File: src/rtl/mbe_pkg.sv
`default_nettype none

package mbe_pkg;

    localparam int FRAC_BITS = 28;
    localparam int WORD_W    = 32;
    localparam int OPND_W    = WORD_W + 1;
    localparam int PROD_W    = 2 * OPND_W;
    localparam int PIX_W     = 10;
    localparam int SIDE_W    = 11;
    localparam int LIMIT_W   = 16;
    localparam int ADDR_W    = 5;
    localparam int DATA_W    = 32;

    localparam logic [SIDE_W-1:0] MAX_SIDE = 11'd1024;
    localparam logic [SIDE_W-1:0] MIN_SIDE = 11'd1;

    localparam logic signed [WORD_W:0] ESC_BOUND = 33'sd4 <<< FRAC_BITS;

    localparam logic [2:0] REG_REAL_MIN   = 3'd0;
    localparam logic [2:0] REG_REAL_MAX   = 3'd1;
    localparam logic [2:0] REG_IMAG_MIN   = 3'd2;
    localparam logic [2:0] REG_IMAG_MAX   = 3'd3;
    localparam logic [2:0] REG_IMAGE_SIDE = 3'd4;
    localparam logic [2:0] REG_ITER_LIMIT = 3'd5;

    localparam logic [WORD_W-1:0]  RST_REAL_MIN   = 32'hF000_0000;
    localparam logic [WORD_W-1:0]  RST_REAL_MAX   = 32'h1000_0000;
    localparam logic [WORD_W-1:0]  RST_IMAG_MIN   = 32'hF000_0000;
    localparam logic [WORD_W-1:0]  RST_IMAG_MAX   = 32'h1000_0000;
    localparam logic [SIDE_W-1:0]  RST_IMAGE_SIDE = 11'd600;
    localparam logic [LIMIT_W-1:0] RST_ITER_LIMIT = 16'd255;

    localparam logic [WORD_W-1:0] WORD_POS_MAX = {1'b0, {(WORD_W-1){1'b1}}};
    localparam logic [WORD_W-1:0] WORD_NEG_MAX = {1'b1, {(WORD_W-1){1'b0}}};

    typedef struct packed {
        logic [WORD_W-1:0]  real_min;
        logic [WORD_W-1:0]  real_max;
        logic [WORD_W-1:0]  imag_min;
        logic [WORD_W-1:0]  imag_max;
        logic [SIDE_W-1:0]  image_side;
        logic [LIMIT_W-1:0] iteration_limit;
    } mbe_cfg_t;

    function automatic logic [WORD_W-1:0] sat_34(input logic [WORD_W+1:0] v);
        logic ovf;
        ovf = (v[WORD_W+1:WORD_W-1] != 3'b000) && (v[WORD_W+1:WORD_W-1] != 3'b111);
        if (ovf)
            return v[WORD_W+1] ? WORD_NEG_MAX : WORD_POS_MAX;
        return v[WORD_W-1:0];
    endfunction

    function automatic logic [WORD_W-1:0] sat_45(input logic [44:0] v);
        logic ovf;
        ovf = (v[44:WORD_W-1] != '0) && (v[44:WORD_W-1] != '1);
        if (ovf)
            return v[44] ? WORD_NEG_MAX : WORD_POS_MAX;
        return v[WORD_W-1:0];
    endfunction

    function automatic logic [WORD_W-1:0] q_fix(input logic [PROD_W-1:0] p);
        logic [PROD_W-FRAC_BITS-1:0] q;
        logic                        rnd;
        rnd = p[PROD_W-1] & (|p[FRAC_BITS-1:0]);
        q   = p[PROD_W-1:FRAC_BITS] + {{(PROD_W-FRAC_BITS-1){1'b0}}, rnd};
        if ((q[PROD_W-FRAC_BITS-1:WORD_W-1] != '0) && (q[PROD_W-FRAC_BITS-1:WORD_W-1] != '1))
            return q[PROD_W-FRAC_BITS-1] ? WORD_NEG_MAX : WORD_POS_MAX;
        return q[WORD_W-1:0];
    endfunction

endpackage

`default_nettype wire

File: src/rtl/mbe_regs.sv
`default_nettype none

module mbe_regs (
    input  wire logic                        clk,
    input  wire logic                        rst_n,
    input  wire logic                        psel,
    input  wire logic                        penable,
    input  wire logic                        pwrite,
    input  wire logic [mbe_pkg::ADDR_W-1:0]  paddr,
    input  wire logic [mbe_pkg::DATA_W-1:0]  pwdata,
    output logic      [mbe_pkg::DATA_W-1:0]  prdata,
    output logic                             pready,
    output mbe_pkg::mbe_cfg_t                cfg
);
    import mbe_pkg::*;

    mbe_cfg_t   cfg_reg;
    logic [2:0] idx;

    assign idx    = paddr[ADDR_W-1:2];
    assign pready = 1'b1;
    assign cfg    = cfg_reg;

    always_ff @(posedge clk or negedge rst_n)
    begin
        if (!rst_n)
        begin
            cfg_reg.real_min        <= RST_REAL_MIN;
            cfg_reg.real_max        <= RST_REAL_MAX;
            cfg_reg.imag_min        <= RST_IMAG_MIN;
            cfg_reg.imag_max        <= RST_IMAG_MAX;
            cfg_reg.image_side      <= RST_IMAGE_SIDE;
            cfg_reg.iteration_limit <= RST_ITER_LIMIT;
        end
        else if (psel && penable && pwrite)
        begin
            case (idx)
                REG_REAL_MIN:   cfg_reg.real_min        <= pwdata;
                REG_REAL_MAX:   cfg_reg.real_max        <= pwdata;
                REG_IMAG_MIN:   cfg_reg.imag_min        <= pwdata;
                REG_IMAG_MAX:   cfg_reg.imag_max        <= pwdata;
                REG_IMAGE_SIDE: cfg_reg.image_side      <= pwdata[SIDE_W-1:0];
                REG_ITER_LIMIT: cfg_reg.iteration_limit <= pwdata[LIMIT_W-1:0];
                default: ;
            endcase
        end
    end

    always_comb
    begin
        case (idx)
            REG_REAL_MIN:   prdata = cfg_reg.real_min;
            REG_REAL_MAX:   prdata = cfg_reg.real_max;
            REG_IMAG_MIN:   prdata = cfg_reg.imag_min;
            REG_IMAG_MAX:   prdata = cfg_reg.imag_max;
            REG_IMAGE_SIDE: prdata = {{(DATA_W-SIDE_W){1'b0}}, cfg_reg.image_side};
            REG_ITER_LIMIT: prdata = {{(DATA_W-LIMIT_W){1'b0}}, cfg_reg.iteration_limit};
            default:        prdata = '0;
        endcase
    end

endmodule

`default_nettype wire

File: src/rtl/mbe_div.sv
`default_nettype none

module mbe_div (
    input  wire logic                          clk,
    input  wire logic                          rst_n,
    input  wire logic                          start,
    input  wire logic [mbe_pkg::WORD_W:0]      dividend_a,
    input  wire logic [mbe_pkg::WORD_W:0]      dividend_b,
    input  wire logic [mbe_pkg::SIDE_W-1:0]    divisor,
    output logic      [mbe_pkg::WORD_W:0]      quot_a,
    output logic      [mbe_pkg::WORD_W:0]      quot_b,
    output logic                               done
);
    import mbe_pkg::*;

    logic                 run_reg, run_next;
    logic                 done_reg, done_next;
    logic [4:0]           cnt_reg, cnt_next;
    logic [SIDE_W-1:0]    dsr_reg, dsr_next;
    logic [SIDE_W-1:0]    rem_reg [2];
    logic [SIDE_W-1:0]    rem_next [2];
    logic [WORD_W-1:0]    mag_reg [2];
    logic [WORD_W-1:0]    mag_next [2];
    logic                 neg_reg [2];
    logic                 neg_next [2];
    logic [WORD_W:0]      dvd [2];
    logic [WORD_W:0]      dvd_abs [2];
    logic [SIDE_W:0]      rem_sh [2];
    logic [SIDE_W:0]      rem_sub [2];

    assign dvd[0] = dividend_a;
    assign dvd[1] = dividend_b;
    assign done   = done_reg;
    assign quot_a = neg_reg[0] ? -{1'b0, mag_reg[0]} : {1'b0, mag_reg[0]};
    assign quot_b = neg_reg[1] ? -{1'b0, mag_reg[1]} : {1'b0, mag_reg[1]};

    always_comb
    begin
        run_next  = run_reg;
        done_next = 1'b0;
        cnt_next  = cnt_reg;
        dsr_next  = dsr_reg;
        for (int i = 0; i < 2; i++)
        begin
            dvd_abs[i]  = dvd[i][WORD_W] ? -dvd[i] : dvd[i];
            rem_sh[i]   = {rem_reg[i], mag_reg[i][WORD_W-1]};
            rem_sub[i]  = rem_sh[i] - {1'b0, dsr_reg};
            rem_next[i] = rem_reg[i];
            mag_next[i] = mag_reg[i];
            neg_next[i] = neg_reg[i];
            if (start)
            begin
                rem_next[i] = '0;
                mag_next[i] = dvd_abs[i][WORD_W-1:0];
                neg_next[i] = dvd[i][WORD_W];
            end
            else if (run_reg)
            begin
                if (!rem_sub[i][SIDE_W])
                begin
                    rem_next[i] = rem_sub[i][SIDE_W-1:0];
                    mag_next[i] = {mag_reg[i][WORD_W-2:0], 1'b1};
                end
                else
                begin
                    rem_next[i] = rem_sh[i][SIDE_W-1:0];
                    mag_next[i] = {mag_reg[i][WORD_W-2:0], 1'b0};
                end
            end
        end
        if (start)
        begin
            run_next = 1'b1;
            cnt_next = '0;
            dsr_next = divisor;
        end
        else if (run_reg)
        begin
            cnt_next = cnt_reg + 5'd1;
            if (cnt_reg == 5'd31)
            begin
                run_next  = 1'b0;
                done_next = 1'b1;
            end
        end
    end

    always_ff @(posedge clk or negedge rst_n)
    begin
        if (!rst_n)
        begin
            run_reg  <= 1'b0;
            done_reg <= 1'b0;
            cnt_reg  <= '0;
        end
        else
        begin
            run_reg  <= run_next;
            done_reg <= done_next;
            cnt_reg  <= cnt_next;
        end
    end

    always_ff @(posedge clk)
    begin
        dsr_reg <= dsr_next;
        for (int i = 0; i < 2; i++)
        begin
            rem_reg[i] <= rem_next[i];
            mag_reg[i] <= mag_next[i];
            neg_reg[i] <= neg_next[i];
        end
    end

endmodule

`default_nettype wire

File: src/rtl/mbe_mul.sv
`default_nettype none

module mbe_mul (
    input  wire logic                               clk,
    input  wire logic signed [mbe_pkg::OPND_W-1:0]  a,
    input  wire logic signed [mbe_pkg::OPND_W-1:0]  b,
    output logic             [mbe_pkg::PROD_W-1:0]  prod
);
    import mbe_pkg::*;

    logic signed [PROD_W-1:0] prod_reg;
    logic signed [PROD_W-1:0] prod_next;

    assign prod_next = a * b;
    assign prod      = prod_reg;

    always_ff @(posedge clk)
    begin
        prod_reg <= prod_next;
    end

endmodule

`default_nettype wire

File: src/rtl/mandelbrot_escape_time.sv
`default_nettype none

// Start-up runs a shift-subtract divide for the span steps, then the mapping states
// S_MAP_R, S_MAP_I and S_MAP_C; each iteration then steps through S_IT_A to S_IT_D
// on one 33x33 multiplier. A new pixel is taken only while idle; busy drops with the
// done strobe, and the receiver cannot stall. Reset: asynchronous, active low; idle, default registers.
module mandelbrot_escape_time (
    input  wire logic                          clk,
    input  wire logic                          rst_n,
    input  wire logic                          psel,
    input  wire logic                          penable,
    input  wire logic                          pwrite,
    input  wire logic [mbe_pkg::ADDR_W-1:0]    paddr,
    input  wire logic [mbe_pkg::DATA_W-1:0]    pwdata,
    output logic      [mbe_pkg::DATA_W-1:0]    prdata,
    output logic                               pready,
    input  wire logic                          start,
    input  wire logic [mbe_pkg::PIX_W-1:0]     pixel_x,
    input  wire logic [mbe_pkg::PIX_W-1:0]     pixel_y,
    output logic                               busy,
    output logic                               done,
    output logic      [mbe_pkg::LIMIT_W-1:0]   escape_count,
    output logic      [7:0]                    red_level,
    output logic      [7:0]                    green_level,
    output logic      [7:0]                    blue_level
);
    import mbe_pkg::*;

    typedef enum logic [3:0] {
        S_IDLE,
        S_DIV,
        S_MAP_R,
        S_MAP_I,
        S_MAP_C,
        S_IT_A,
        S_IT_B,
        S_IT_C,
        S_IT_D
    } state_t;

    mbe_cfg_t             cfg;
    state_t               state_reg, state_next;
    logic                 done_reg, done_next;
    logic [LIMIT_W-1:0]   count_reg, count_next;
    logic [7:0]           green_reg, green_next;

    logic [PIX_W-1:0]     px_reg, px_next;
    logic [PIX_W-1:0]     py_reg, py_next;
    logic [WORD_W-1:0]    cr_reg, cr_next;
    logic [WORD_W-1:0]    ci_reg, ci_next;
    logic [WORD_W-1:0]    zr_reg, zr_next;
    logic [WORD_W-1:0]    zi_reg, zi_next;
    logic [WORD_W-1:0]    zr2_reg, zr2_next;
    logic [WORD_W-1:0]    zi2_reg, zi2_next;
    logic [LIMIT_W-1:0]   n_reg, n_next;

    logic                 accept;
    logic                 div_done;
    logic [SIDE_W-1:0]    side_eff;
    logic [WORD_W:0]      span_r;
    logic [WORD_W:0]      span_i;
    logic [WORD_W:0]      step_r;
    logic [WORD_W:0]      step_i;
    logic [OPND_W-1:0]    mul_a;
    logic [OPND_W-1:0]    mul_b;
    logic [PROD_W-1:0]    prod;
    logic [WORD_W-1:0]    prod_q;
    logic [44:0]          map_sum_r;
    logic [44:0]          map_sum_i;
    logic [WORD_W:0]      mag_sum;
    logic [WORD_W+1:0]    zr_new;
    logic [WORD_W+1:0]    zi_new;
    logic [15:0]          n_sq;

    mbe_regs u_regs (
        .clk     (clk),
        .rst_n   (rst_n),
        .psel    (psel),
        .penable (penable),
        .pwrite  (pwrite),
        .paddr   (paddr),
        .pwdata  (pwdata),
        .prdata  (prdata),
        .pready  (pready),
        .cfg     (cfg)
    );

    always_comb
    begin
        if (cfg.image_side == '0)
            side_eff = MIN_SIDE;
        else if (cfg.image_side > MAX_SIDE)
            side_eff = MAX_SIDE;
        else
            side_eff = cfg.image_side;
    end

    assign span_r = {cfg.real_max[WORD_W-1], cfg.real_max}
                  - {cfg.real_min[WORD_W-1], cfg.real_min};
    assign span_i = {cfg.imag_max[WORD_W-1], cfg.imag_max}
                  - {cfg.imag_min[WORD_W-1], cfg.imag_min};

    mbe_div u_div (
        .clk        (clk),
        .rst_n      (rst_n),
        .start      (accept),
        .dividend_a (span_r),
        .dividend_b (span_i),
        .divisor    (side_eff),
        .quot_a     (step_r),
        .quot_b     (step_i),
        .done       (div_done)
    );

    mbe_mul u_mul (
        .clk  (clk),
        .a    (mul_a),
        .b    (mul_b),
        .prod (prod)
    );

    assign accept = start && !busy;
    assign busy   = (state_reg != S_IDLE);

    always_comb
    begin
        case (state_reg)
            S_MAP_R:
            begin
                mul_a = {{(OPND_W-PIX_W){1'b0}}, px_reg};
                mul_b = step_r;
            end
            S_MAP_I:
            begin
                mul_a = {{(OPND_W-PIX_W){1'b0}}, py_reg};
                mul_b = step_i;
            end
            S_IT_A:
            begin
                mul_a = {zr_reg[WORD_W-1], zr_reg};
                mul_b = {zr_reg[WORD_W-1], zr_reg};
            end
            S_IT_B:
            begin
                mul_a = {zi_reg[WORD_W-1], zi_reg};
                mul_b = {zi_reg[WORD_W-1], zi_reg};
            end
            default:
            begin
                mul_a = {zr_reg[WORD_W-1], zr_reg};
                mul_b = {zi_reg[WORD_W-1], zi_reg};
            end
        endcase
    end

    assign prod_q    = q_fix(prod);
    assign map_sum_r = prod[44:0] + {{(45-WORD_W){cfg.real_min[WORD_W-1]}}, cfg.real_min};
    assign map_sum_i = prod[44:0] + {{(45-WORD_W){cfg.imag_min[WORD_W-1]}}, cfg.imag_min};
    assign mag_sum   = {zr2_reg[WORD_W-1], zr2_reg} + {zi2_reg[WORD_W-1], zi2_reg};
    assign zr_new    = {{2{zr2_reg[WORD_W-1]}}, zr2_reg} - {{2{zi2_reg[WORD_W-1]}}, zi2_reg}
                     + {{2{cr_reg[WORD_W-1]}}, cr_reg};
    assign zi_new    = {prod_q[WORD_W-1], prod_q, 1'b0} + {{2{ci_reg[WORD_W-1]}}, ci_reg};
    assign n_sq      = {8'd0, n_reg[7:0]} * {8'd0, n_reg[7:0]};

    always_comb
    begin
        state_next = state_reg;
        done_next  = 1'b0;
        count_next = count_reg;
        green_next = green_reg;
        px_next    = px_reg;
        py_next    = py_reg;
        cr_next    = cr_reg;
        ci_next    = ci_reg;
        zr_next    = zr_reg;
        zi_next    = zi_reg;
        zr2_next   = zr2_reg;
        zi2_next   = zi2_reg;
        n_next     = n_reg;
        case (state_reg)
            S_IDLE:
            begin
                if (start)
                begin
                    px_next    = pixel_x;
                    py_next    = pixel_y;
                    state_next = S_DIV;
                end
            end
            S_DIV:
            begin
                if (div_done)
                    state_next = S_MAP_R;
            end
            S_MAP_R:
            begin
                state_next = S_MAP_I;
            end
            S_MAP_I:
            begin
                cr_next    = sat_45(map_sum_r);
                state_next = S_MAP_C;
            end
            S_MAP_C:
            begin
                ci_next    = sat_45(map_sum_i);
                zr_next    = '0;
                zi_next    = '0;
                n_next     = '0;
                state_next = S_IT_A;
            end
            S_IT_A:
            begin
                if (n_reg == cfg.iteration_limit)
                begin
                    done_next  = 1'b1;
                    count_next = n_reg;
                    green_next = n_sq[7:0];
                    state_next = S_IDLE;
                end
                else
                    state_next = S_IT_B;
            end
            S_IT_B:
            begin
                zr2_next   = prod_q;
                state_next = S_IT_C;
            end
            S_IT_C:
            begin
                zi2_next   = prod_q;
                state_next = S_IT_D;
            end
            S_IT_D:
            begin
                if ($signed(mag_sum) >= ESC_BOUND)
                begin
                    done_next  = 1'b1;
                    count_next = n_reg;
                    green_next = n_sq[7:0];
                    state_next = S_IDLE;
                end
                else
                begin
                    zr_next    = sat_34(zr_new);
                    zi_next    = sat_34(zi_new);
                    n_next     = n_reg + 16'd1;
                    state_next = S_IT_A;
                end
            end
            default:
            begin
                state_next = S_IDLE;
            end
        endcase
    end

    always_ff @(posedge clk or negedge rst_n)
    begin
        if (!rst_n)
        begin
            state_reg <= S_IDLE;
            done_reg  <= 1'b0;
            count_reg <= '0;
            green_reg <= '0;
        end
        else
        begin
            state_reg <= state_next;
            done_reg  <= done_next;
            count_reg <= count_next;
            green_reg <= green_next;
        end
    end

    always_ff @(posedge clk)
    begin
        px_reg  <= px_next;
        py_reg  <= py_next;
        cr_reg  <= cr_next;
        ci_reg  <= ci_next;
        zr_reg  <= zr_next;
        zi_reg  <= zi_next;
        zr2_reg <= zr2_next;
        zi2_reg <= zi2_next;
        n_reg   <= n_next;
    end

    assign done         = done_reg;
    assign escape_count = count_reg;
    assign red_level    = '0;
    assign green_level  = green_reg;
    assign blue_level   = count_reg[7:0];

`ifndef SYNTHESIS
    assert property (@(posedge clk) disable iff (!rst_n) done |-> !busy)
        else $error("result strobe while pixel still in progress");

    assert property (@(posedge clk) disable iff (!rst_n)
        done |-> escape_count <= cfg.iteration_limit)
        else $error("escape count beyond iteration limit");

    assert property (@(posedge clk) disable iff (!rst_n) (start && !busy) |=> busy)
        else $error("accepted transaction did not start");

    assert property (@(posedge clk) disable iff (!rst_n)
        div_done |-> state_reg == S_DIV)
        else $error("divider finished outside divide phase");
`endif

endmodule

`default_nettype wire

File: config.mk
export PLATFORM = sky130hd
export DESIGN_NAME = mandelbrot_escape_time
export DESIGN_NICKNAME = d
export VERILOG_FILES = /design/src/rtl/mbe_pkg.sv /design/src/rtl/mbe_regs.sv /design/src/rtl/mbe_div.sv /design/src/rtl/mbe_mul.sv /design/src/rtl/mandelbrot_escape_time.sv
export SDC_FILE = /design/constraint.sdc
export NUM_CORES = 2
export LEC_CHECK = 0
export BUFFER_PORTS_ARGS = -buffer_cell sky130_fd_sc_hd__buf_2
export CELL_PAD_IN_SITES_DETAIL_PLACEMENT = 1
export CELL_PAD_IN_SITES_GLOBAL_PLACEMENT = 1
export CORE_UTILIZATION = 47
export CTS_CLUSTER_DIAMETER = 80
export DETAILED_ROUTE_END_ITERATION = 10
export PLACE_DENSITY = 0.8
export SYNTH_ARGS = -nofsm -noshare
export SYNTH_HDL_FRONTEND = slang
export SYNTH_HIERARCHICAL = 1
export SYNTH_SLANG_ARGS = --single-unit
File: constraint.sdc
create_clock -name clk -period 9.6 [get_ports clk]
set_input_delay 1.44 -clock clk [delete_from_list [all_inputs] [get_ports clk]]
set_output_delay 1.44 -clock clk [all_outputs]
set_load 0.05 [all_outputs]
==> metrics.cfg <==
[yosys]
seq_area_frac_synth_pct = 19.4
synthTopCellsByArea = fa_1 (30%), edfxtp_1 (11%), ha_1 (7.9%)
synth.avg_cell_area_um2 = 9.42
synthArstFlopShare_pct = 32.5
yosysTopAreaCell = fa_1
ys_warn_count = 6
syn-cell-area_um2 = 81000
synth_top_area_share_pct = 29.5
synth_flop_cell = edfxtp_1
syn_inst = 8597
ys_seq_elements = 582
synth.distinct_cells = 109
synth-edff-count = 305

[clock_network]
cts_hold_buf = 0
clk_path_buf_depth = 3
clkTransAtPathRegs_ps = 60
cts_root_buf = clkbuf_16
clk-insertion-delay-late_ps = 670
cts_buffers = 70
cts.htree.levels = 3
clock_sinks = 582
cts_tree = built

[grt]
grt_max_degree = 124
use_met2_pct = 52.9
top_usage_layer = met2
overflow = 0
use_met1_pct = 42.4
grt_usage_pct = 31.7
grt_use_met3_pct = 4.37
first_global_vias = 72401
antenna_found_initial = 11
grt_pass1_wl_um = 428000

[worst_setup_path]
worst-setup-path-type = reg -> reg
crit_top_cell = fa_1
crit_start = u_div/mag_reg[0][37]
r2r_end = u_mul/prod[62]
start_kind = register
cpPeakStageDelay_ps = 580
reg2reg_depth = 35
cp_slowest_cell = or4_4
worst-path-stages = 35
critPathBufInv = 8
crit_family = adder cells
r2r-start = u_div/mag_reg[0][37]
r2r_setup_slack_ps = -380
cp.arrival_ps = 10560
worstPathMaxFanout = 4
cp.required_ps = 10180
crit_end = u_mul/prod[62]
worstSetupEndpointType = register

[layout]
drive_above_1_share_pct = 13.7
nNetsFinal = 10660
syn_to_final_growth_pct = 12.2
largest_register_ffs = 155

[floorplan]
die_h_um = 417
io_pins = 138
row_count = 152
core_um2 = 171000
start_util_pct = 47.3
dieArea_um2 = 174000
die_w_um = 417

[run_status]
violations = negative setup slack
status = complete, but fails checks

[routing]
ant_nets = 0
remaining_drc_errors = 0
vias = 65510
drtIter0Drc = 5645
dr.pass1.iters = 7
wl_per_cell_um = 24.7
drt_wl_total_um = 278000
drt-vias-per-instance = 5.82

[timing]
finalHoldViolations = 0
max_freq_mhz = 100
period_minus_slack_ps = 9980
relSlewSlack_pct = 20.4
hold_ws_ps = 496
final.setup_skew_ps = 40.7
drv_slew = 0
post-route-period-util_pct = 104
final.setup.worst_slack_ps = -381
worst_pin_slew_ps = 1180
grt_setup_unrepaired = true
setup_violations = 23

[place]
placement.io_buffers = 125
post-dp-hpwl_um = 223000
routabilityCongestion = 0.965

[flow_run]
max_cap_viol_count = 0

[min_path]
hold_path_class = reg -> reg

==> cells in the final DEF, fill, tap and decap left out, types with 23 or more instances in the layout <==
master,instances
inv_1,1436
fa_1,1151
nand2_1,817
and2_1,574
ha_1,494
buf_4,421
a21oi_1,365
nor2_1,324
edfxtp_1,305
o21ai_0,292
xnor2_1,259
xor2_1,195
a21o_1,185
dfrtp_1,167
mux2_2,157
nand3_1,128
buf_2,123
dfxtp_1,88
clkbuf_16,72
nor3_1,69
nor2b_1,63
nand2b_1,62
o31ai_1,52
nand4_1,47
buf_12,47
fa_2,43
mux2i_1,41
o21a_1,41
and3_1,40
o211ai_1,39
o21bai_1,32
or3_1,31
a222oi_1,31
mux2_4,30
a31oi_1,29
a22o_1,27
a22oi_1,26
buf_6,23
==> synthesized netlist by cell type (32+ instances only) <==
cell      instances
ha_1            512
o21ai_0         316
o211ai_1         39
nor2_1          331
nor3_1           78
dfrtp_1         167
o31ai_1          62
a21o_1          186
mux2i_1          42
clkbuf_1        341
nor2b_1          64
inv_1          1455
or3_1            35
nand3_1         131
dfxtp_1          88
nand4_1          47
and2_1          580
xor2_1          197
a21oi_1         389
o21a_1           41
fa_1           1194
xnor2_1         265
o21bai_1         36
nand2_1         828
and3_1           44
a31oi_1          32
nand2b_1         62
edfxtp_1        305
mux2_2          157
==> area by class of cell <==
class,count,area [um2]
repair buffers,618,5070
well taps,2310,2890
fillers,19193,80500
multi-input cells,6163,59400
flip-flops and latches,582,15700
clock inverters,36,415
clock buffers,94,1920
inverters,1456,5470
diodes,1,2.50
==> timing repair <==
action / in CTS / in global routing
pin swaps: 73 / 99
cloned: 2 / 1
endpoints found under the setup margin: 28 / 37
resized for setup: 137 / 146
hold endpoints to repair: 0 / 0
setup buffers: 27 / 21
==> metal layers <==
layer / wire length, um / share of wire (%) / up-vias
li1: - / - / 28442
met1: 115000 / 41 / 34234
met2: 134000 / 48 / 2269
met3: 18000 / 6.5 / 559
met4: 10600 / 3.8 / 6
met5: 35 / 0.013 / -
==> kinds of logic after synthesis <==
| group | synth area share (%) |
|---|---|
| and+or+nand+nor | 14.3 |
| other | 0.00927 |
| DFF | 19.4 |
| buffers and inverters | 8.82 |
| AOI/OAI and AO/OA | 11.3 |
| adders and majority gates | 37.4 |
| xor gates and xnor gates | 4.99 |
| muxes | 3.76 |
==> worst min path at each step <==
| stage | start | endpoint | slack, ps | depth (start not counted) |
|---|---|---|---|---|
| after detailed placement | u_div/rem_reg[0][2] | u_div/rem_reg[0][2] | 480 | 2 |
| after CTS | u_div/rem_reg[0][2] | u_div/rem_reg[0][2] | 490 | 2 |
| after global placement | u_div/rem_reg[0][13] | u_div/rem_reg[0][13] | 470 | 2 |
| after global routing | escape_count[9] | escape_count[9] | 520 | 1 |
| final | u_div/rem_reg[0][2] | u_div/rem_reg[0][2] | 500 | 2 |
| after floorplan | u_div/rem_reg[0][13] | u_div/rem_reg[0][13] | 450 | 2 |
==> stage by stage <==
| stage | area [um2] | std cells | setup TNS, ps | utilization, % | worst slack (ps) |
|---|---|---|---|---|---|
| 2_1_floorplan | 81000 | 8605 | 0 | - | 141 |
| 3_5_place_dp | 86900 | 11085 | -5830 | 50.7 | -490 |
| 4_1_cts | 90100 | 11241 | -768 | 52.6 | -183 |
| 5_1_grt | 90900 | 11259 | -8800 | 53.0 | -607 |
| 3_3_place_gp | 86900 | 11085 | -4140 | 50.7 | -441 |
| 6_report | 90900 | 11260 | -3430 | 53.0 | -381 |
==> worst register-to-register path: cells and delay by family (launching register included) <==
family	cells	cell delay, ps
flops	1	430
fa+ha+maj	9	4410
compound gates	6	1570
xor+xnor	2	260
buf+inv	8	920
simple gates	10	2350
Power is left out: the tool's default activity adds up to more than one toggle a clock period on the data nets, which glitch-free logic cannot reach.
